`src/rtl/core/atcl_pkg.sv`:
```
// Package for the adaptive thread-count learner.
// Holds field widths, register indexes, default parameter values and shared types.
// No dependencies; every other file of the block uses it.
package atcl_pkg;

    // Default sizing of the learner
    localparam int DEF_PROFILE_SLOTS = 16;
    localparam int DEF_THREAD_LIMIT  = 8;
    localparam int DEF_BUCKET_BYTES  = 1024;

    // Fixed field widths
    localparam int CMD_W  = 1;
    localparam int CLS_W  = 3;
    localparam int SIZE_W = 31;
    localparam int FREE_W = 16;
    localparam int CNT_W  = 4;
    localparam int TIME_W = 32;

    // Command codes
    localparam logic CMD_DECIDE = 1'b0;
    localparam logic CMD_UPDATE = 1'b1;

    // Highest known workload class; codes above it fold to unknown
    localparam logic [CLS_W-1:0] CLS_UNKNOWN = 3'd0;
    localparam logic [CLS_W-1:0] CLS_MAX     = 3'd4;

    // Exploration cadence on the profile's total run count
    localparam int EXPLORE_PERIOD    = 4;
    localparam int EXPLORE_UP_PERIOD = 8;

    // Configuration port
    localparam int APB_ADDR_W = 4;
    localparam int APB_DATA_W = 32;
    localparam int REG_IDX_W  = 2;
    localparam logic [REG_IDX_W-1:0] REG_NAIVE_MODE    = 2'd0;
    localparam logic [REG_IDX_W-1:0] REG_DEFAULT_SPLIT = 2'd1;
    localparam logic [REG_IDX_W-1:0] REG_OVERHEAD      = 2'd2;

    localparam logic [CNT_W-1:0] SPLIT_RESET = 4'd2;

    // Shared divider widths: 64-bit dividend, 33-bit divisor
    localparam int DVD_W = 64;
    localparam int DVS_W = 33;

    // Configuration register values
    typedef struct packed {
        logic              naive_mode;
        logic [CNT_W-1:0]  split_val;
        logic [TIME_W-1:0] overhead_per_thread;
    } cfg_t;

    // Divider request and response
    typedef struct packed {
        logic             start;
        logic [DVD_W-1:0] dividend;
        logic [DVS_W-1:0] divisor;
    } div_req_t;

    typedef struct packed {
        logic             done;
        logic [DVD_W-1:0] quotient;
    } div_rsp_t;

    // Smaller of the free thread count and a thread count
    function automatic logic [CNT_W-1:0] min_free(input logic [FREE_W-1:0] free_t,
                                                  input logic [CNT_W-1:0]  cnt);
        logic [CNT_W-1:0] r;
        if (free_t < FREE_W'(cnt))
            r = free_t[CNT_W-1:0];
        else
            r = cnt;
        return r;
    endfunction

endpackage

```
`src/rtl/core/atcl_div.sv`:
```
// Restoring divider of the learner, one quotient bit per cycle.
// Depends on atcl_pkg for widths and the request and response types.
module atcl_div (
    input  logic               clk,
    input  logic               rst_n,
    input  atcl_pkg::div_req_t req,
    output atcl_pkg::div_rsp_t rsp
);

    localparam int CW = $clog2(atcl_pkg::DVD_W + 1);

    logic                       busy_reg;
    logic                       done_reg;
    logic [CW-1:0]              cnt_reg;
    logic [atcl_pkg::DVD_W-1:0] quo_reg;
    logic [atcl_pkg::DVS_W-1:0] rem_reg;
    logic [atcl_pkg::DVS_W-1:0] dvs_reg;

    logic [atcl_pkg::DVS_W:0]   rem_sh;
    logic [atcl_pkg::DVS_W:0]   dvs_ext;
    logic                       ge;
    logic [atcl_pkg::DVS_W:0]   rem_next;

    // One trial subtraction per cycle
    always_comb
    begin
        rem_sh   = {rem_reg, quo_reg[atcl_pkg::DVD_W-1]};
        dvs_ext  = {1'b0, dvs_reg};
        ge       = (rem_sh >= dvs_ext);
        rem_next = ge ? (rem_sh - dvs_ext) : rem_sh;
    end

    // Control and datapath registers
    always_ff @(posedge clk or negedge rst_n)
    begin
        if (!rst_n)
        begin
            busy_reg <= 1'b0;
            done_reg <= 1'b0;
            cnt_reg  <= '0;
        end
        else
        begin
            done_reg <= 1'b0;
            if (req.start)
            begin
                busy_reg <= 1'b1;
                cnt_reg  <= CW'(atcl_pkg::DVD_W);
                quo_reg  <= req.dividend;
                rem_reg  <= '0;
                dvs_reg  <= req.divisor;
            end
            else if (busy_reg)
            begin
                rem_reg <= rem_next[atcl_pkg::DVS_W-1:0];
                quo_reg <= {quo_reg[atcl_pkg::DVD_W-2:0], ge};
                cnt_reg <= cnt_reg - 1'b1;
                if (cnt_reg == CW'(1))
                begin
                    busy_reg <= 1'b0;
                    done_reg <= 1'b1;
                end
            end
        end
    end

    assign rsp.done     = done_reg;
    assign rsp.quotient = quo_reg;

endmodule

```
`config.mk`:
```
export PLATFORM = sky130hd
export DESIGN_NAME = atcl_div
export DESIGN_NICKNAME = d
export VERILOG_FILES = /design/src/rtl/core/atcl_pkg.sv /design/src/rtl/core/atcl_div.sv
export SDC_FILE = /design/constraint.sdc
export NUM_CORES = 1
export LEC_CHECK = 0
export BUFFER_PORTS_ARGS = -buffer_cell sky130_fd_sc_hd__buf_2
export CELL_PAD_IN_SITES_DETAIL_PLACEMENT = 0
export CELL_PAD_IN_SITES_GLOBAL_PLACEMENT = 1
export CORE_UTILIZATION = 44
export DETAILED_ROUTE_END_ITERATION = 8
export HOLD_SLACK_MARGIN = 0.1
export PLACE_DENSITY = 0.81
export SKIP_LAST_GASP = 1
export SYNTH_ARGS = -nofsm -noshare
export SYNTH_HDL_FRONTEND = slang
export SYNTH_SLANG_ARGS = --single-unit
```
`constraint.sdc`:
```
create_clock -name clk -period 4.7 [get_ports clk]
set_input_delay 0.94 -clock clk [delete_from_list [all_inputs] [get_ports clk]]
set_output_delay 0.94 -clock clk [all_outputs]
set_load 0.005 [all_outputs]
```
Word level (Yosys, flattened, before mapping)
Index checks and enable logic that the tools add are counted.
{"block": "classes", "n_addsub": 2, "n_mul": 0, "n_div": 0, "n_lt_le_gt_ge": 1, "eq_ne": 1, "n_shift": 0, "muxes": 12, "bitwise_logic": 0, "n_reduce_logical": 3}
{"cell": "64-bit 2-to-1 mux", "n": 2}
{"cell": "33-bit 2-to-1 mux", "n": 2}
{"cell": "34-bit by 33-bit greater-or-equal comparator with 1-bit output", "n": 1}
{"cell": "33-bit subtractor", "n": 1}
{"cell": "7-bit 2-to-1 mux", "n": 2}
{"cell": "7-bit by 1-bit equality test with 1-bit output, second input constant", "n": 1}
{"cell": "7-bit by 1-bit subtractor with 7-bit output, second input constant", "n": 1}
{"cell": "1-bit 2-to-1 mux", "n": 6}
{"cell": "2-bit AND reduction", "n": 2}
{"cell": "2-bit nonzero test", "n": 1}
{"block": "totals", "reg_bits": 139, "latch_bits": 0, "ramBits": 0, "mem_bits_ro": 0, "input_bits": 100, "output_inout_bits": 65, "elab_cells": 25, "memories": 0}

Logic depth before layout (Yosys ltp)
{"block": "depth", "word_depth": 4, "mapped_depth": 14, "depth_no_buf": 13}

Worst setup path after synthesis
No wires, ideal clock.
{"block": "synth_timing", "kind": "input port to flip-flop", "from": "input port req[97] (netlist name)", "to": "register quo_reg[0] (netlist name), enable pin", "setup_time_ns": 0.493, "arrival_time_ns": 4.201, "required_ns": 4.207, "setup_slack_ns": 0.007, "cell_stages": 3, "n_path_buf": 1, "cell_sequence": "clkbuf_1 nor2_1 nor2b_1"}
{"block": "synth_between", "elab_chain_len": 2}
{"element": "from (decl)", "line_no": "atcl_div.sv:6", "rtl": "input atcl_pkg::div_req_t req,"}
{"element": "2-bit nonzero test (no line)"}
{"element": "2-bit AND reduction (no line)"}
{"element": "to (signal assigned)", "line_no": "atcl_div.sv:49", "rtl": "quo_reg <= req.dividend;"}
{"element": "to (signal assigned)", "line_no": "atcl_div.sv:56", "rtl": "quo_reg <= {quo_reg[atcl_pkg::DVD_W-2:0], ge};"}
{"element": "to (decl)", "line_no": "atcl_div.sv:15", "rtl": "logic [atcl_pkg::DVD_W-1:0] quo_reg;"}
Every way passes these cells.
A chain may end at the register's enable or synchronous reset.

Worst setup path in the final report
{"block": "layout_timing", "from": "register quo_reg[63] (netlist name)", "to": "register rem_reg[20] (netlist name) (data pin)"}
{"block": "layout_between", "elab_chain_len": 3, "elab_cells_between_ends": 4, "cone_classes": "1 x add/sub; 1 x order compare; 2 x mux"}
{"element": "33-bit subtractor or 34-bit by 33-bit greater-or-equal comparator with 1-bit output (tied branches)", "line_no": "atcl_div.sv:30, atcl_div.sv:29"}
{"element": "33-bit 2-to-1 mux *", "line_no": "atcl_div.sv:30", "rtl": "rem_next = ge ? (rem_sh - dvs_ext) : rem_sh;"}
{"element": "33-bit 2-to-1 mux *", "line_no": "atcl_div.sv:53", "rtl": "else if (busy_reg)"}
{"element": "to (signal assigned)", "line_no": "atcl_div.sv:55", "rtl": "rem_reg <= rem_next[atcl_pkg::DVS_W-1:0];"}
{"element": "to (decl)", "line_no": "atcl_div.sv:16", "rtl": "logic [atcl_pkg::DVS_W-1:0] rem_reg;"}
Mark *: on every way between the ends. The rest lies on a longest branch, timed or not.

==> results.json <==
{
  "synth_top_area_share_pct": 49.4,
  "cp_slowest_cell": "o2111ai_4",
  "yosysWarnings": 0,
  "maxCapViolations": 0,
  "gr-total-overflow": 0,
  "ir_drop_uv": 330,
  "finalInstanceArea_um2": 9500,
  "tightest_slew_ns": 0.915,
  "diodes": 0,
  "synth-edff-count": 130,
  "drt-total-wl_um": 18300,
  "hold_depth": 2,
  "status": "completed",
  "grt_antenna_before_repair": 1,
  "crit_arrival_ns": 3.78,
  "internal_power_mw": 2.84,
  "synth_area_um2": 7900,
  "cts_root_buf": "clkbuf_16",
  "grt_usage_pct": 20.9,
  "chipWidth_um": 136,
  "worstHoldPathType": "reg2reg",
  "io_pins": 165,
  "synthArstFlopShare_pct": 6.47,
  "fin_nets": 984,
  "grt_max_degree": 65,
  "fin_skew_ns": 0.0117,
  "drt_pre_antenna_iters": 7,
  "core_area_um2": 17400,
  "num-fill-cells": 1568,
  "cp-end-kind": "flop",
  "synth_cells": 689,
  "yosysSeqAreaShare_pct": 52.3,
  "syn_area_per_cell_um2": 11.5,
  "place.port_buffers": 164,
  "slew-limit-headroom_pct": 39.0,
  "crit_family": "compound AO/OA/AOI/OAI gates",
  "p_seq_share_pct": 39.3,
  "comb_power_share_pct": 28.9,
  "clock_latency_ns": 0.43,
  "wire_per_inst_um": 16.8,
  "cts-htree-levels": 4,
  "fin_crit_sh_pct": 75.6,
  "syn_to_final_growth_pct": 20.2,
  "ys.flop_type": "edfxtp_1",
  "die_area_um2": 18500,
  "drc": 0,
  "cts_tree": "yes",
  "p_switching_mw": 1.36,
  "synthTopCellsByArea": "edfxtp_1 (49%), mux2_2 (9.3%), ha_1 (5.5%)",
  "hold_ws_ns": 0.525,
  "leakage_nw": 3.96,
  "start_util_pct": 45.4,
  "cts_hold_buf": 0,
  "cts_setup_buffers": 0,
  "p_sw_share_pct": 32.3,
  "row_count": 48,
  "critPathRequiredTime_ns": 4.92,
  "syn-num-nets": 825,
  "cts.sinks": 139,
  "slew_viol_final": 0,
  "clkPwrFrac_pct": 31.8,
  "drive_gt1_share_pct": 32.2,
  "setup_violations": 0,
  "layout.cells.non_filler": 1086,
  "vias": 5815,
  "cts_resized": 0,
  "synth_cell_types": 57,
  "placed_area_um2": 8920,
  "grt_pass1_vias": 6013,
  "crit_top_cell": "inv_1",
  "globalplace.congestion": 0.871,
  "grt_pass1_wl_um": 29600,
  "cp_num_buf_inv": 3,
  "fin_util_pct": 54.5,
  "first_iter_violations": 314,
  "rsz0062_at_grt": "no",
  "finalSetupTns_ns": 0,
  "slowest_delay_ns": 0.50,
  "fin_ws_ns": 1.15,
  "crit_path_start_kind": "flop",
  "synth-seq-cells": 139,
  "ant_nets": 0,
  "fin_crit_ns": 3.55,
  "dieHeight_um": 136,
  "largest_register_ffs": 64,
  "dpl_worst_slack_ns": 1.15,
  "reg2regPathDepth": 13,
  "crit_fanout": 25,
  "clockBufferDepth": 2,
  "power_density_nw_per_um2": 442,
  "numCtsBuffers": 17,
  "dp_hpwl_um": 13200,
  "totalPowerFinal_mw": 4.20,
  "viasPerCell": 5.35,
  "fmax_mhz": 281,
  "worstPathCellList": "inv_1 -> ha_1 -> inv_1 -> fa_1 -> a211oi_2 -> o21ai_0 -> o211ai_1 -> a21oi_2 -> nor3_2 -> o2111ai_4 -> buf_4 -> mux2i_1 -> a211oi_1",
  "critical_path_depth": 13,
  "synth_top_cell_by_area": "edfxtp_1",
  "dp_cells": 1054,
  "critical_path_class": "reg2reg",
  "path_clk_slew_ns": 0.07,
  "hold_violations": 0
}
-- cell usage in the layout (no fill, tap or decap), types with 3 or more instances in the layout --
cell       instances
buf_4              8
mux2_2            65
ha_1              35
edfxtp_1         130
clkbuf_16         17
nand3_1           12
nor3_1             6
a211oi_1          27
a21oi_1           44
a31oi_1            3
xor2_1            12
buf_2            163
inv_6              5
xnor2_1           21
nand4_1            6
dfrtp_1            9
nor4_1             4
o21ai_0           31
and2_1             3
a21o_1            11
o21a_1             7
inv_8              4
nand2_1           47
o211ai_1           7
mux2i_1           22
inv_1             44
nor2b_1            3
nor2_1            64
o21ai_1            6
-- cells in the mapped netlist (all sizes together) (3+ instances only) --
cell type    n
edfxtp     130
mux2        65
nor2        64
nand2       47
a21oi       46
inv         44
o21ai       37
ha          35
a211oi      28
mux2i       22
clkbuf      21
xnor2       21
nand3       12
xor2        12
a21o        11
buf         10
dfrtp        9
nor3         7
o211ai       7
o21a         7
nand4        6
nor2b        4
nor4         4
a21boi       3
a311oi       3
a31oi        3
and2         3
o2111ai      3
-- final cells by class --
cell class                      count  area, um^2  area share (%)
Tap cell                          225         282            2.96
Multi-Input combinational cell    475        3470            36.5
Inverter                           44         165            1.74
Clock buffer                       17         425            4.48
Timing Repair Buffer              171         876            9.22
Clock inverter                     15         151            1.59
Sequential cell                   139        4130            43.5
-- cells by family after synthesis --
| kind of cell | synth area share, % |
|---|---|
| AOI/OAI and AO/OA | 13.3 |
| and+or+nand+nor | 8.95 |
| DFF | 52.3 |
| muxes | 12.1 |
| xor gates and xnor gates | 3.66 |
| adders and majority gates | 5.80 |
| buffers and inverters | 3.96 |
-- metal layers --
metal | GRT usage [%] | share of wire [%] | wire length [um] | up-vias
met2 | 35.0 | 48 | 8780 | 177
met5 | 0 | 0.044 | 8 | -
met1 | 25.0 | 44 | 7970 | 2732
met4 | 7.65 | 1.4 | 260 | 2
li1 | - | - | - | 2883
met3 | 6.71 | 6.8 | 1240 | 21
-- worst min-delay path, cell delays in order, from the launching register on --
cell and delay (ns):
dfrtp_1 0.37, xor2_1 0.07, nand2b_1 0.06
-- final timing paths --
| path | to | slack [ns] | start |
|---|---|---|---|
| max | rem_reg[20] | 1.15 | quo_reg[63] |
| min | cnt_reg[6] | 0.53 | cnt_reg[6] |
| max reg2reg | rem_reg[20] | 1.15 | quo_reg[63] |
| max in group asynchronous | cnt_reg[1] | 3.57 | rst_n |
| min reg2reg | cnt_reg[6] | 0.53 | cnt_reg[6] |
| min in group asynchronous | done_reg | 0.77 | rst_n |
-- power by group through the flow --
stage	logic, mW	clock network, mW	registers (mW)
after floorplan	0.917	0	1.66
after global placement	1.19	0	1.66
after detailed placement	1.21	0	1.67
after CTS	1.21	1.36	1.65
after global routing	1.35	1.41	1.67
final	1.21	1.34	1.65
Power figures use the tool's default switching activity.
