--- config.mk ---
export PLATFORM = sky130hd
export DESIGN_NAME = atcl_cfg
export DESIGN_NICKNAME = d
export VERILOG_FILES = /design/src/rtl/core/atcl_pkg.sv /design/src/rtl/core/atcl_cfg.sv
export SDC_FILE = /design/constraint.sdc
export NUM_CORES = 1
export LEC_CHECK = 0
export BUFFER_PORTS_ARGS = -buffer_cell sky130_fd_sc_hd__buf_2
export CAP_MARGIN = 40
export CORE_ASPECT_RATIO = 1.75
export CORE_MARGIN = 4
export CORE_UTILIZATION = 40
export CTS_BUF_LIST = sky130_fd_sc_hd__clkbuf_4 sky130_fd_sc_hd__clkbuf_8
export DETAILED_ROUTE_END_ITERATION = 6
export GPL_TIMING_DRIVEN = 0
export PLACE_DENSITY = 0.83
export RECOVER_POWER = 25
export SLEW_MARGIN = 20
export SYNTH_ARGS = -nofsm -noshare
export SYNTH_HDL_FRONTEND = slang
export SYNTH_SLANG_ARGS = --single-unit
--- constraint.sdc ---
create_clock -name clk -period 1.05 [get_ports clk]
set_input_delay 0.0525 -clock clk [delete_from_list [all_inputs] [get_ports clk]]
set_output_delay 0.0525 -clock clk [all_outputs]
set_load 0.005 [all_outputs]
--- src/rtl/core/atcl_pkg.sv ---
// Package for the adaptive thread-count learner.
// Holds field widths, register indexes, default parameter values and shared types.
// No dependencies; every other file of the block uses it.
package atcl_pkg;

    // Default sizing of the learner
    localparam int DEF_PROFILE_SLOTS = 16;
    localparam int DEF_THREAD_LIMIT  = 8;
    localparam int DEF_BUCKET_BYTES  = 1024;

    // Fixed field widths
    localparam int CMD_W  = 1;
    localparam int CLS_W  = 3;
    localparam int SIZE_W = 31;
    localparam int FREE_W = 16;
    localparam int CNT_W  = 4;
    localparam int TIME_W = 32;

    // Command codes
    localparam logic CMD_DECIDE = 1'b0;
    localparam logic CMD_UPDATE = 1'b1;

    // Highest known workload class; codes above it fold to unknown
    localparam logic [CLS_W-1:0] CLS_UNKNOWN = 3'd0;
    localparam logic [CLS_W-1:0] CLS_MAX     = 3'd4;

    // Exploration cadence on the profile's total run count
    localparam int EXPLORE_PERIOD    = 4;
    localparam int EXPLORE_UP_PERIOD = 8;

    // Configuration port
    localparam int APB_ADDR_W = 4;
    localparam int APB_DATA_W = 32;
    localparam int REG_IDX_W  = 2;
    localparam logic [REG_IDX_W-1:0] REG_NAIVE_MODE    = 2'd0;
    localparam logic [REG_IDX_W-1:0] REG_DEFAULT_SPLIT = 2'd1;
    localparam logic [REG_IDX_W-1:0] REG_OVERHEAD      = 2'd2;

    localparam logic [CNT_W-1:0] SPLIT_RESET = 4'd2;

    // Shared divider widths: 64-bit dividend, 33-bit divisor
    localparam int DVD_W = 64;
    localparam int DVS_W = 33;

    // Configuration register values
    typedef struct packed {
        logic              naive_mode;
        logic [CNT_W-1:0]  split_val;
        logic [TIME_W-1:0] overhead_per_thread;
    } cfg_t;

    // Divider request and response
    typedef struct packed {
        logic             start;
        logic [DVD_W-1:0] dividend;
        logic [DVS_W-1:0] divisor;
    } div_req_t;

    typedef struct packed {
        logic             done;
        logic [DVD_W-1:0] quotient;
    } div_rsp_t;

    // Smaller of the free thread count and a thread count
    function automatic logic [CNT_W-1:0] min_free(input logic [FREE_W-1:0] free_t,
                                                  input logic [CNT_W-1:0]  cnt);
        logic [CNT_W-1:0] r;
        if (free_t < FREE_W'(cnt))
            r = free_t[CNT_W-1:0];
        else
            r = cnt;
        return r;
    endfunction

endpackage

--- src/rtl/core/atcl_cfg.sv ---
// Configuration register file of the learner on an APB-style port.
// Depends on atcl_pkg for register indexes, widths and the cfg_t type.
module atcl_cfg (
    input  logic                            clk,
    input  logic                            rst_n,
    input  logic                            psel,
    input  logic                            penable,
    input  logic                            pwrite,
    input  logic [atcl_pkg::APB_ADDR_W-1:0] paddr,
    input  logic [atcl_pkg::APB_DATA_W-1:0] pwdata,
    output logic [atcl_pkg::APB_DATA_W-1:0] prdata,
    output logic                            pready,
    output atcl_pkg::cfg_t                  cfg
);

    logic                          naive_reg;
    logic [atcl_pkg::CNT_W-1:0]    split_reg;
    logic [atcl_pkg::TIME_W-1:0]   overhead_reg;
    logic [atcl_pkg::REG_IDX_W-1:0] idx;
    logic                          wr;

    assign idx    = paddr[atcl_pkg::APB_ADDR_W-1:2];
    assign wr     = psel && penable && pwrite;
    assign pready = 1'b1;

    // Register writes in the access phase
    always_ff @(posedge clk or negedge rst_n)
    begin
        if (!rst_n)
        begin
            naive_reg    <= 1'b0;
            split_reg    <= atcl_pkg::SPLIT_RESET;
            overhead_reg <= '0;
        end
        else if (wr)
        begin
            case (idx)
                atcl_pkg::REG_NAIVE_MODE:    naive_reg    <= pwdata[0];
                atcl_pkg::REG_DEFAULT_SPLIT: split_reg    <= pwdata[atcl_pkg::CNT_W-1:0];
                atcl_pkg::REG_OVERHEAD:      overhead_reg <= pwdata;
                default:                     ;
            endcase
        end
    end

    // Read-back
    always_comb
    begin
        case (idx)
            atcl_pkg::REG_NAIVE_MODE:    prdata = {31'b0, naive_reg};
            atcl_pkg::REG_DEFAULT_SPLIT: prdata = {28'b0, split_reg};
            atcl_pkg::REG_OVERHEAD:      prdata = overhead_reg;
            default:                     prdata = '0;
        endcase
    end

    assign cfg.naive_mode          = naive_reg;
    assign cfg.split_val           = split_reg;
    assign cfg.overhead_per_thread = overhead_reg;

endmodule

# After elaboration in Yosys (flattened, before gate mapping)
# Cells that the tools add are included.
# classes
n_mul	0
reduce_logical	6
n_mux	1
n_eq_ne	2
div	0
bitwise	0
n_addsub	0
shift	0
magnitude_cmp	0
# ops
op	count
$pmux W32 S3	1
$reduce_and A2 Y1	3
$eq A2 B1 Y1 const B	1
$eq A2 B2 Y1 const B	1
$logic_and A1 B1 Y1	2
$logic_not A2 Y1	1
# word_totals
latch_bits	0
n_memories	0
word_cells	12
mem_bits_rw	0
ff_bits	37
mem_bits_ro	0

# Depth between registers and ports, before layout
# Gate-level depths: netlist of the first run.
# logic_depth
ltp_word	3
depth_mapped	4
mapped_depth_nobuf	3

# Least setup slack after synthesis of the first run
# OpenSTA, ideal clock, no wires.
# synth_path
path_type	input to register
from	input pwrite
to	register overhead_reg[15] in the netlist's numbering
n_path_buf	1
t_required_ps	925
arrival_ps	965
setup_slack_ps	-40
cell_stages	4
cell_sequence	nand3_2 nor3b_4 buf_6 mux2_2
# synth_via
elab_chain_cells	2
# synth_lines
element	line_no	source
start, declared	atcl_cfg.sv:8	input logic pwrite,
$logic_and A1 B1 Y1	atcl_cfg.sv:23	assign wr = psel && penable && pwrite;
$reduce_and A2 Y1 (no line)	n/a	
end signal, assigned	atcl_cfg.sv:40	atcl_pkg::REG_OVERHEAD: overhead_reg <= pwdata;
end, declared	atcl_cfg.sv:18	logic [atcl_pkg::TIME_W-1:0] overhead_reg;
# Every way passes these cells.
# A chain may end at the register's enable or synchronous reset.

# Worst setup path in the final report of the first run
# layout_path
from	register split_reg[1] in the netlist's numbering
to	output prdata[1] in the netlist's numbering
# layout_via
elab_chain_cells	1
# layout_lines
element	line_no	source
start, declared	atcl_cfg.sv:17	logic [atcl_pkg::CNT_W-1:0] split_reg;
start signal, assigned	atcl_cfg.sv:32	split_reg <= atcl_pkg::SPLIT_RESET;
start signal, assigned	atcl_cfg.sv:39	atcl_pkg::REG_DEFAULT_SPLIT: split_reg <= pwdata[atcl_pkg::CNT_W-1:0];
$pmux W32 S3	atcl_cfg.sv:49	case (idx)
end, declared	atcl_cfg.sv:11	output logic [atcl_pkg::APB_DATA_W-1:0] prdata,
# Every way passes these cells.

==> results.cfg, run 1 <==
[synth]
synth_top_family_by_area = multiplexers
muxShareOfSynthArea_pct = 25.30
synth-xor-area-share_pct = 0
seq_area_frac_synth_pct = 54.97
postSynthAreaPerCell_um2 = 13.71
synth_area_um2 = 1687
synth_simple_gate_area_share_pct = 14.09
synth_fp_nets = 164
yosys_warnings = 0
ys_ff_latch = 37
synth_compound_area_share_pct = 1.855
syn_inst = 123
synth_fa_ha_area_share_pct = 0
yosys.cell_types.count = 18

[pwr]
pwr-share-clk_pct = 28.2
powerDensity_nw_per_um2 = 1651
internal_power_mw = 3.327
swShare_pct = 25.59
vdd_drop_max_mv = 1.377
power_frac_comb_pct = 27.1
p_sw_mw = 1.144
leakage_nw = 1.432
p_seq_share_pct = 44.7
power_mw = 4.471

[global_routing]
antenna_found_initial = 0
grt_pass1_wl_mm = 7.672
grt_pass1_vias = 1585
grt_max_degree = 38
grt_usage_pct = 18.50
grt_overflow = 0

[layout]
antennaDiodeCount = 0
final_nets = 307
synthToLayoutAreaGrowth_pct = 60.53
nFillCells = 350
final_cell_mix = buf_2, dfrtp_1, mux2_2
ff_latch_area_um2 = 927.1
largest_reg_flops = 32
drive_above_1_share_pct = 60.67
multi_input_area_um2 = 714.4
final_area_um2 = 2708
layout_commonest_cell = buf_2

[clocking]
cts_buffers = 5
insertion_delay_ps = 280
cts_tree = done
cts_buffer_depth = 2
cts.sinks = 37
clk_pin_slew_ps = 70
htree_levels = 2
cts-root-buf = clkbuf_8

[worst_setup_path]
crit_path_end_kind = output pin
rrSetupSlack_ps = 160
startpoint_type = flop
crit_type = flop to output pin
cp_max_fo = 2
cp.arrival_ps = 1040
cp.required_ps = 1000

[timing]
fin_worst_skew_ps = 0
fmaxAchievable_mhz = 915.2
final.setup.worst_slack_ps = -42.64
final_hold_viol_count = 0
setup_viol = 5
drv_slew = 0
min_period_ps = 1093
setup-tns-final_ps = -65.80
rsz0062_at_grt = yes
finalCritPeriodShare_pct = 104.1

[worst_hold_path]
min_path_type = primary input to flop

[status]
status = finished with violations
failed_checks = negative setup slack

[floorplan]
core_area_um2 = 4111
initial_core_util_pct = 41.02
rows = 31
die_h_um = 93.90
pin_count = 111
die_w_um = 57.09
dieArea_um2 = 5360

[placement]
gp_congestion = 0.6976
place_area_um2 = 2291
io_buffers = 107
dpl.hpwl_mm = 3.367

[run]
drv_cap = 0

[detailed_routing]
drt_wl_total_mm = 4.615
antenna_left = 0
drt_first_iter_violations = 27
routed-via-count = 1479
drtPass1Iterations = 2
drc = 0
routedWlPerCell_um = 14.60
viasPerCell = 4.680
-- per-stage QoR --
stage          setup WS, ps  hold slack, ps  util (%)  cells
2_1_floorplan        -24.45          -243.1         -    123
6_report             -42.64           10.02     65.86    316
4_1_cts              -61.76         0.05063     65.03    313
3_3_place_gp         -229.3           179.5     55.72    279
5_1_grt              -113.4           2.880     65.86    316
3_5_place_dp         -255.7           188.0     55.72    279
-- area by class of cell --
| class | count | share of cell area (%) |
|---|---|---|
| plain buffers | 8 | 2.449 |
| clock buffers | 7 | 3.327 |
| clock inverters | 1 | 1.109 |
| multi-input cells | 78 | 26.39 |
| flip-flops and latches | 37 | 34.24 |
| well taps | 49 | 2.264 |
| repair buffers | 136 | 30.22 |
-- worst max-delay path, cell delays in order, from the launching register on --
cell and delay [ps]:
dfstp_2 530, a22o_1 120, buf_2 110
-- final timing paths --
path                                  startpoint  cells past startpoint               end
min in group asynchronous                  rst_n                      2  overhead_reg[31]
worst max register to register   overhead_reg[3]                      2   overhead_reg[3]
worst min register to register  overhead_reg[23]                      1  overhead_reg[23]
worst max-delay path                split_reg[1]                      2         prdata[1]
max in group asynchronous                  rst_n                      3      split_reg[1]
worst min-delay path                  pwdata[16]                      2  overhead_reg[16]
-- Yosys cell counts (all sizes together) --
master | n | area [um2]
nand3 | 1 | 10.01
dfrtp | 36 | 900.9
mux2 | 37 | 416.7
dfstp | 1 | 26.28
clkbuf | 3 | 11.26
buf | 5 | 48.79
and2 | 28 | 175.2
o21ai | 1 | 5.000
conb | 1 | 3.750
nor3b | 2 | 31.28
mux2i | 1 | 10.01
nor2b | 2 | 12.51
nand2 | 1 | 3.750
a22o | 3 | 26.28
nor3 | 1 | 5.000
-- power groups by stage --
stage	Sequential [mW]	Combinational [mW]	Clock, mW
after floorplan	2.02	0.432	0
final	2.00	1.21	1.26
after global routing	2.05	1.35	1.37
after CTS	1.99	1.22	1.31
after detailed placement	2.03	1.07	0
after global placement	2.01	1.04	0
-- kinds of logic (layout without fill, tap and decap cells) --
family / count (synthesis) / count (layout)
AO/OA/AOI/OAI: 4 / 4
buffers and inverters: 8 / 152
flip-flops: 37 / 37
multiplexers: 38 / 38
other: 1 / 1
AND/OR/NAND/NOR: 35 / 35
-- repair_timing --
| item | 4_1_cts | 5_1_grt |
|---|---|---|
| resized for setup | 6 | 3 |
| endpoints found under the hold margin | 57 | 2 |
| endpoints found under the setup margin | 32 | 33 |
| pin swaps | 1 | 0 |
| hold buffers | 22 | 2 |
| buffers inserted | 4 | 0 |
-- routing by layer --
| layer | global-route usage (%) | share of wire [%] |
|---|---|---|
| met1 | 18.22 | 32 |
| met2 | 35.50 | 60 |
| met3 | 4.264 | 5.7 |
| met4 | 7.930 | 2.1 |
| met5 | 0 | 0 |
Note: power is estimated with default switching activity, not from simulation.
==> run 2, diff against run 1 <==
--- a/config.mk
+++ b/config.mk
@@ -15,6 +15,7 @@
 export GPL_TIMING_DRIVEN = 0
 export PLACE_DENSITY = 0.83
 export RECOVER_POWER = 25
+export SETUP_SLACK_MARGIN = 0.5
 export SLEW_MARGIN = 20
 export SYNTH_ARGS = -nofsm -noshare
 export SYNTH_HDL_FRONTEND = slang
==> run 2 against run 1 <==
Compared with the run above:
- the flow finishes with violations (negative hold slack, negative setup slack)
- cell count rose by 3.8%
- via count up 8.2%
- die area stayed put
- clock power shrank 22%
- setup slack worse by 14 ps
- register-to-register slack worse by 90 ps
- first-iteration DRC count shrank 22%
- core utilization increased by 16 points
- critical path depth increased by 1
- combinational power rose by 81%
==> results.cfg, run 2 (synthesis gave the netlist of run 1 again) <==
[worst_setup_path]
cp.required_ps = 1000
crit_path_end_kind = output pin
crit_start = naive_reg
cp_max_fo = 3
reg2reg_from = overhead_reg[26]
cp.arrival_ps = 1050
startpoint_type = flop
crit_type = flop to output pin

[timing]
final.setup.worst_slack_ps = -56.37
drv_slew = 0
fmaxAchievable_mhz = 903.9
finalCritPeriodShare_pct = 105.4
final_hold_viol_count = 4
rsz0062_at_grt = yes
min_period_ps = 1106
whs_ps = -8.417
fin_worst_skew_ps = 0
setup_viol = 4

[global_routing]
grt_max_degree = 38
grt_overflow = 0
grt_pass1_vias = 1810
grt_usage_pct = 22.06
grt_pass1_wl_mm = 8.990
antenna_found_initial = 0

[detailed_routing]
drtPass1Iterations = 4
viasPerCell = 4.878
routed-via-count = 1600
drt_wl_total_mm = 6.244
drt_first_iter_violations = 21
routedWlPerCell_um = 19.04
antenna_left = 0
drc = 0

[layout]
largest_reg_flops = 32
ff_latch_area_um2 = 927.1
final_cell_mix = buf_2, buf_6, dfrtp_1
layout_commonest_cell = buf_2
multi_input_area_um2 = 912.1
synthToLayoutAreaGrowth_pct = 98.44
nFillCells = 238
drive_above_1_share_pct = 82.08
antennaDiodeCount = 0
final_nets = 319

[clocking]
cts_buffer_depth = 2
htree_levels = 2
cts-root-buf = clkbuf_8
clk_pin_slew_ps = 80
insertion_delay_ps = 280
cts_tree = done
cts.sinks = 37
cts_buffers = 5

[pwr]
power_mw = 5.237
leakage_nw = 1.742
powerDensity_nw_per_um2 = 1565
vdd_drop_max_mv = 1.220

[worst_hold_path]
hp-start = pwdata[11]
min_path_type = primary input to flop

[floorplan]
pin_count = 111
dieArea_um2 = 5360
die_h_um = 93.90
rows = 31
initial_core_util_pct = 41.02
die_w_um = 57.09
core_area_um2 = 4111

[status]
status = finished with violations
failed_checks = negative hold slack, negative setup slack

[run]
drv_cap = 0

[placement]
io_buffers = 107
gp_congestion = 0.7255
[run 2: changes by cell type in the layout (fill, tap and decap cells not counted), moves of 5 or more]
cell	change
dlygate4sd3_1	-23
buf_8	+5
mux2_2	-28
buf_6	+58
and2_4	+24
mux2_4	+35
buf_4	+7
and2_1	-24
mux2_1	-7
buf_2	-38
[run 2: worst max-delay path, stage by stage, from the launching register on]
cell	delay (ps)
dfrtp_1	410
mux2i_1	150
o21ai_1	80
buf_2	130
[run 2: through the flow]
stage          TNS [ps]  util, %  setup WS [ps]  area, um2  cells
2_1_floorplan    -649.6        -         -24.45       1789    123
3_3_place_gp      -7570    58.03         -252.4       2386    279
3_5_place_dp      -7278    58.03         -241.4       2386    279
4_1_cts          -140.9    76.05         -59.86       3127    312
5_1_grt          -364.9    81.41         -95.56       3347    328
6_report         -137.6    81.41         -56.37       3347    328
[run 2: final cells by class]
| class | instances | share of cell area (%) |
|---|---|---|
| Tap cell | 49 | 1.832 |
| Clock inverter | 2 | 0.2991 |
| Sequential cell | 37 | 27.70 |
| Buffer | 8 | 3.140 |
| Clock buffer | 6 | 2.280 |
| Timing Repair Buffer | 148 | 37.50 |
| Multi-Input combinational cell | 78 | 27.25 |
[run 2: final timing paths]
check                      slack (ps)          endpoint  depth (start not counted)
setup / recovery                  -60         prdata[0]                          3
hold / removal                     -8  overhead_reg[11]                          2
setup reg to reg                   70  overhead_reg[26]                          2
hold reg to reg                   530   overhead_reg[9]                          1
max in group asynchronous         100      split_reg[1]                          3
min in group asynchronous         150      split_reg[2]                          2
[run 2: per-layer routing]
| layer | up-vias | share of wire, % | track usage (%) |
|---|---|---|---|
| met5 | - | 0 | 0 |
| met4 | 0 | 2.4 | 7.930 |
| met3 | 13 | 4.1 | 4.952 |
| met2 | 63 | 61 | 43.99 |
| met1 | 802 | 32 | 20.97 |
| li1 | 722 | - | - |
[run 2: timing repair]
action	4_1_cts	5_1_grt
buffers inserted	22	14
pin swaps	5	8
endpoints found under the hold margin	58	51
gates cloned	3	0
resized for setup	88	23
setup endpoints to repair	106	106
[run 2: report_power, final]
part           switching (mW)  internal (mW)  total (mW)
Sequential              0.296           1.77        2.06
Combinational           0.650           1.54        2.19
Clock                   0.499          0.486       0.985
==> run 3, diff against run 2 <==
--- a/config.mk
+++ b/config.mk
@@ -9,11 +9,11 @@
 export CAP_MARGIN = 40
 export CORE_ASPECT_RATIO = 1.75
 export CORE_MARGIN = 4
-export CORE_UTILIZATION = 40
+export CORE_UTILIZATION = 39
 export CTS_BUF_LIST = sky130_fd_sc_hd__clkbuf_4 sky130_fd_sc_hd__clkbuf_8
 export DETAILED_ROUTE_END_ITERATION = 6
 export GPL_TIMING_DRIVEN = 0
-export PLACE_DENSITY = 0.83
+export PLACE_DENSITY = 0.84
 export RECOVER_POWER = 25
 export SETUP_SLACK_MARGIN = 0.5
 export SLEW_MARGIN = 20
==> constraint.sdc (replaced) <==
create_clock -name clk -period 0.9 [get_ports clk]
set_input_delay 0.045 -clock clk [delete_from_list [all_inputs] [get_ports clk]]
set_output_delay 0.045 -clock clk [all_outputs]
set_load 0.005 [all_outputs]
==> run 3 against run 2 <==
Compared with the run above:
- the run still ends with negative hold slack, negative setup slack left
- setup slack worse by 220 ps
- total power up 14%
- wire length down 4.4%
- largest power group is now registers
- highest routed layer unchanged
==> results.cfg, run 3 (synthesis gave the netlist of run 1 again) <==
[worst_hold_path]
min_path_type = primary input to asynchronous set/reset pin

[timing]
fmaxAchievable_mhz = 851.8
final.setup.worst_slack_ps = -274.0
drv_slew = 0
worst_pin_slew_ps = 935.8
finalCritPeriodShare_pct = 130.4
whs_ps = -114.2
min_period_ps = 1174
rsz0062_at_grt = yes
final_hold_viol_count = 59
setup-tns-final_ps = -5540
setup_viol = 77
relSlewSlack_pct = 37.61
fin_worst_skew_ps = 0

[clocking]
cts_buffer_depth = 2
cts_tree = done
insertion_delay_ps = 290
cts.sinks = 37
htree_levels = 2
cts_buffers = 5
clk_pin_slew_ps = 80
cts-root-buf = clkbuf_8

[worst_setup_path]
cp.required_ps = 850
crit_chain = buf_4 > buf_6 > buf_6 > buf_6
crit_type = flop to output pin
crit_path_end_kind = output pin
cpMostUsedCell = buf_6
slowest_stage = dfrtp_1
cp_max_fo = 2
startpoint_type = flop
slowest_delay_ps = 390
cp.arrival_ps = 1130

[global_routing]
grt_max_degree = 38
grt_pass1_wl_mm = 8.825
use_met3_pct = 5.198
grt_overflow = 0
grt_usage_pct = 21.41
busiest_layer = met2
use_met1_pct = 23.51
grt_util_met2_pct = 39.72
antenna_found_initial = 0
grt_pass1_vias = 1735

[placement]
gp_congestion = 0.7054
place_area_um2 = 2400
dpl.hpwl_mm = 3.386
io_buffers = 107

[floorplan]
initial_core_util_pct = 40.64
die_w_um = 57.71
pin_count = 111
rows = 31
dieArea_um2 = 5482
die_h_um = 95.00
core_area_um2 = 4150

[layout]
layout_commonest_cell = buf_2
final_nets = 321
antennaDiodeCount = 0
drive_above_1_share_pct = 83.63
synthToLayoutAreaGrowth_pct = 97.48
final_cell_mix = buf_2, buf_6, dfrtp_1
fin_util_pct = 80.25
nFillCells = 209
final_area_um2 = 3331
largest_reg_flops = 32
ff_latch_area_um2 = 927.1
multi_input_area_um2 = 915.9

[detailed_routing]
antenna_left = 0
viasPerCell = 4.976
drc = 0
routed-via-count = 1642
routedWlPerCell_um = 18.09
drt_first_iter_violations = 32
drt_wl_total_mm = 5.970
drtPass1Iterations = 4

[pwr]
p_seq_share_pct = 40.2
vdd_drop_max_mv = 1.809
pwr-share-clk_pct = 19.6
p_sw_mw = 1.648
power_frac_comb_pct = 40.2
swShare_pct = 27.73
power_mw = 5.945
internal_power_mw = 4.297
leakage_nw = 1.744
powerDensity_nw_per_um2 = 1785

[status]
failed_checks = negative hold slack, negative setup slack
status = finished with violations

[run]
drv_cap = 0
run 3: cell count changes in the layout (fill, tap and decap cells not counted):
| cell | previous run | this run |
|---|---|---|
| mux2_4 | 35 | 34 |
| clkbuf_2 | 0 | 1 |
| dlygate4sd3_1 | 1 | 0 |
| and2_4 | 24 | 27 |
| clkbuf_4 | 2 | 1 |
| buf_4 | 13 | 24 |
| mux2_2 | 2 | 3 |
| buf_6 | 62 | 54 |
| and2_1 | 4 | 1 |
run 3: power groups by stage:
stage          combinational (mW)  clock (mW)  sequential (mW)
3_3_place_gp                 1.31           0             2.36
3_5_place_dp                 1.36           0             2.38
2_1_floorplan               0.605           0             2.38
4_1_cts                      2.00        1.18             2.37
6_report                     2.39        1.17             2.39
5_1_grt                      2.54        1.28             2.43
run 3: what timing repair did:
action / 4_1_cts / 5_1_grt
gates cloned: 3 / 0
setup buffers: 21 / 19
hold endpoints to repair: 64 / 63
endpoints found under the setup margin: 142 / 106
pin swaps: 6 / 8
resized for setup: 89 / 12
run 3: worst max-delay path: cells and delay by family (launching register included):
family	cells	cell delay [ps]
flip-flops	1	390
buffers and inverters	4	450
run 3: per-layer routing:
layer  routed length (um)  share of wire (%)  up-vias
met3                  449                7.5       12
met4                  106                1.8        0
met1                 2145                 36      816
li1                     -                  -      724
met2                 3269                 55       90
met5                    0                  0        -
run 3: through the flow:
stage	std cells	setup slack [ps]
after detailed placement	279	-394.0
after global placement	279	-369.3
after floorplan	123	-166.9
after CTS	311	-208.9
after global routing	330	-308.9
final	330	-274.0
run 3: area by class of cell:
class                      count  share of cell area (%)
multi-input combinational     78                   27.50
timing repair buffer         150                   37.08
clock buffer                   6                   2.292
tap                           49                   1.841
clock inverter                 2                  0.3005
sequential                    37                   27.84
buffer                         8                   3.156
run 3: worst paths after layout:
check,startpoint,end,slack [ps],depth (start not counted)
max reg2reg,naive_reg,naive_reg,-120,3
max,naive_reg,cfg[36],-270,4
min,rst_n,split_reg[0],-110,1
max in group asynchronous,rst_n,overhead_reg[16],430,1
min reg2reg,overhead_reg[22],overhead_reg[22],540,1
min in group clk,pwdata[9],overhead_reg[9],-20,2
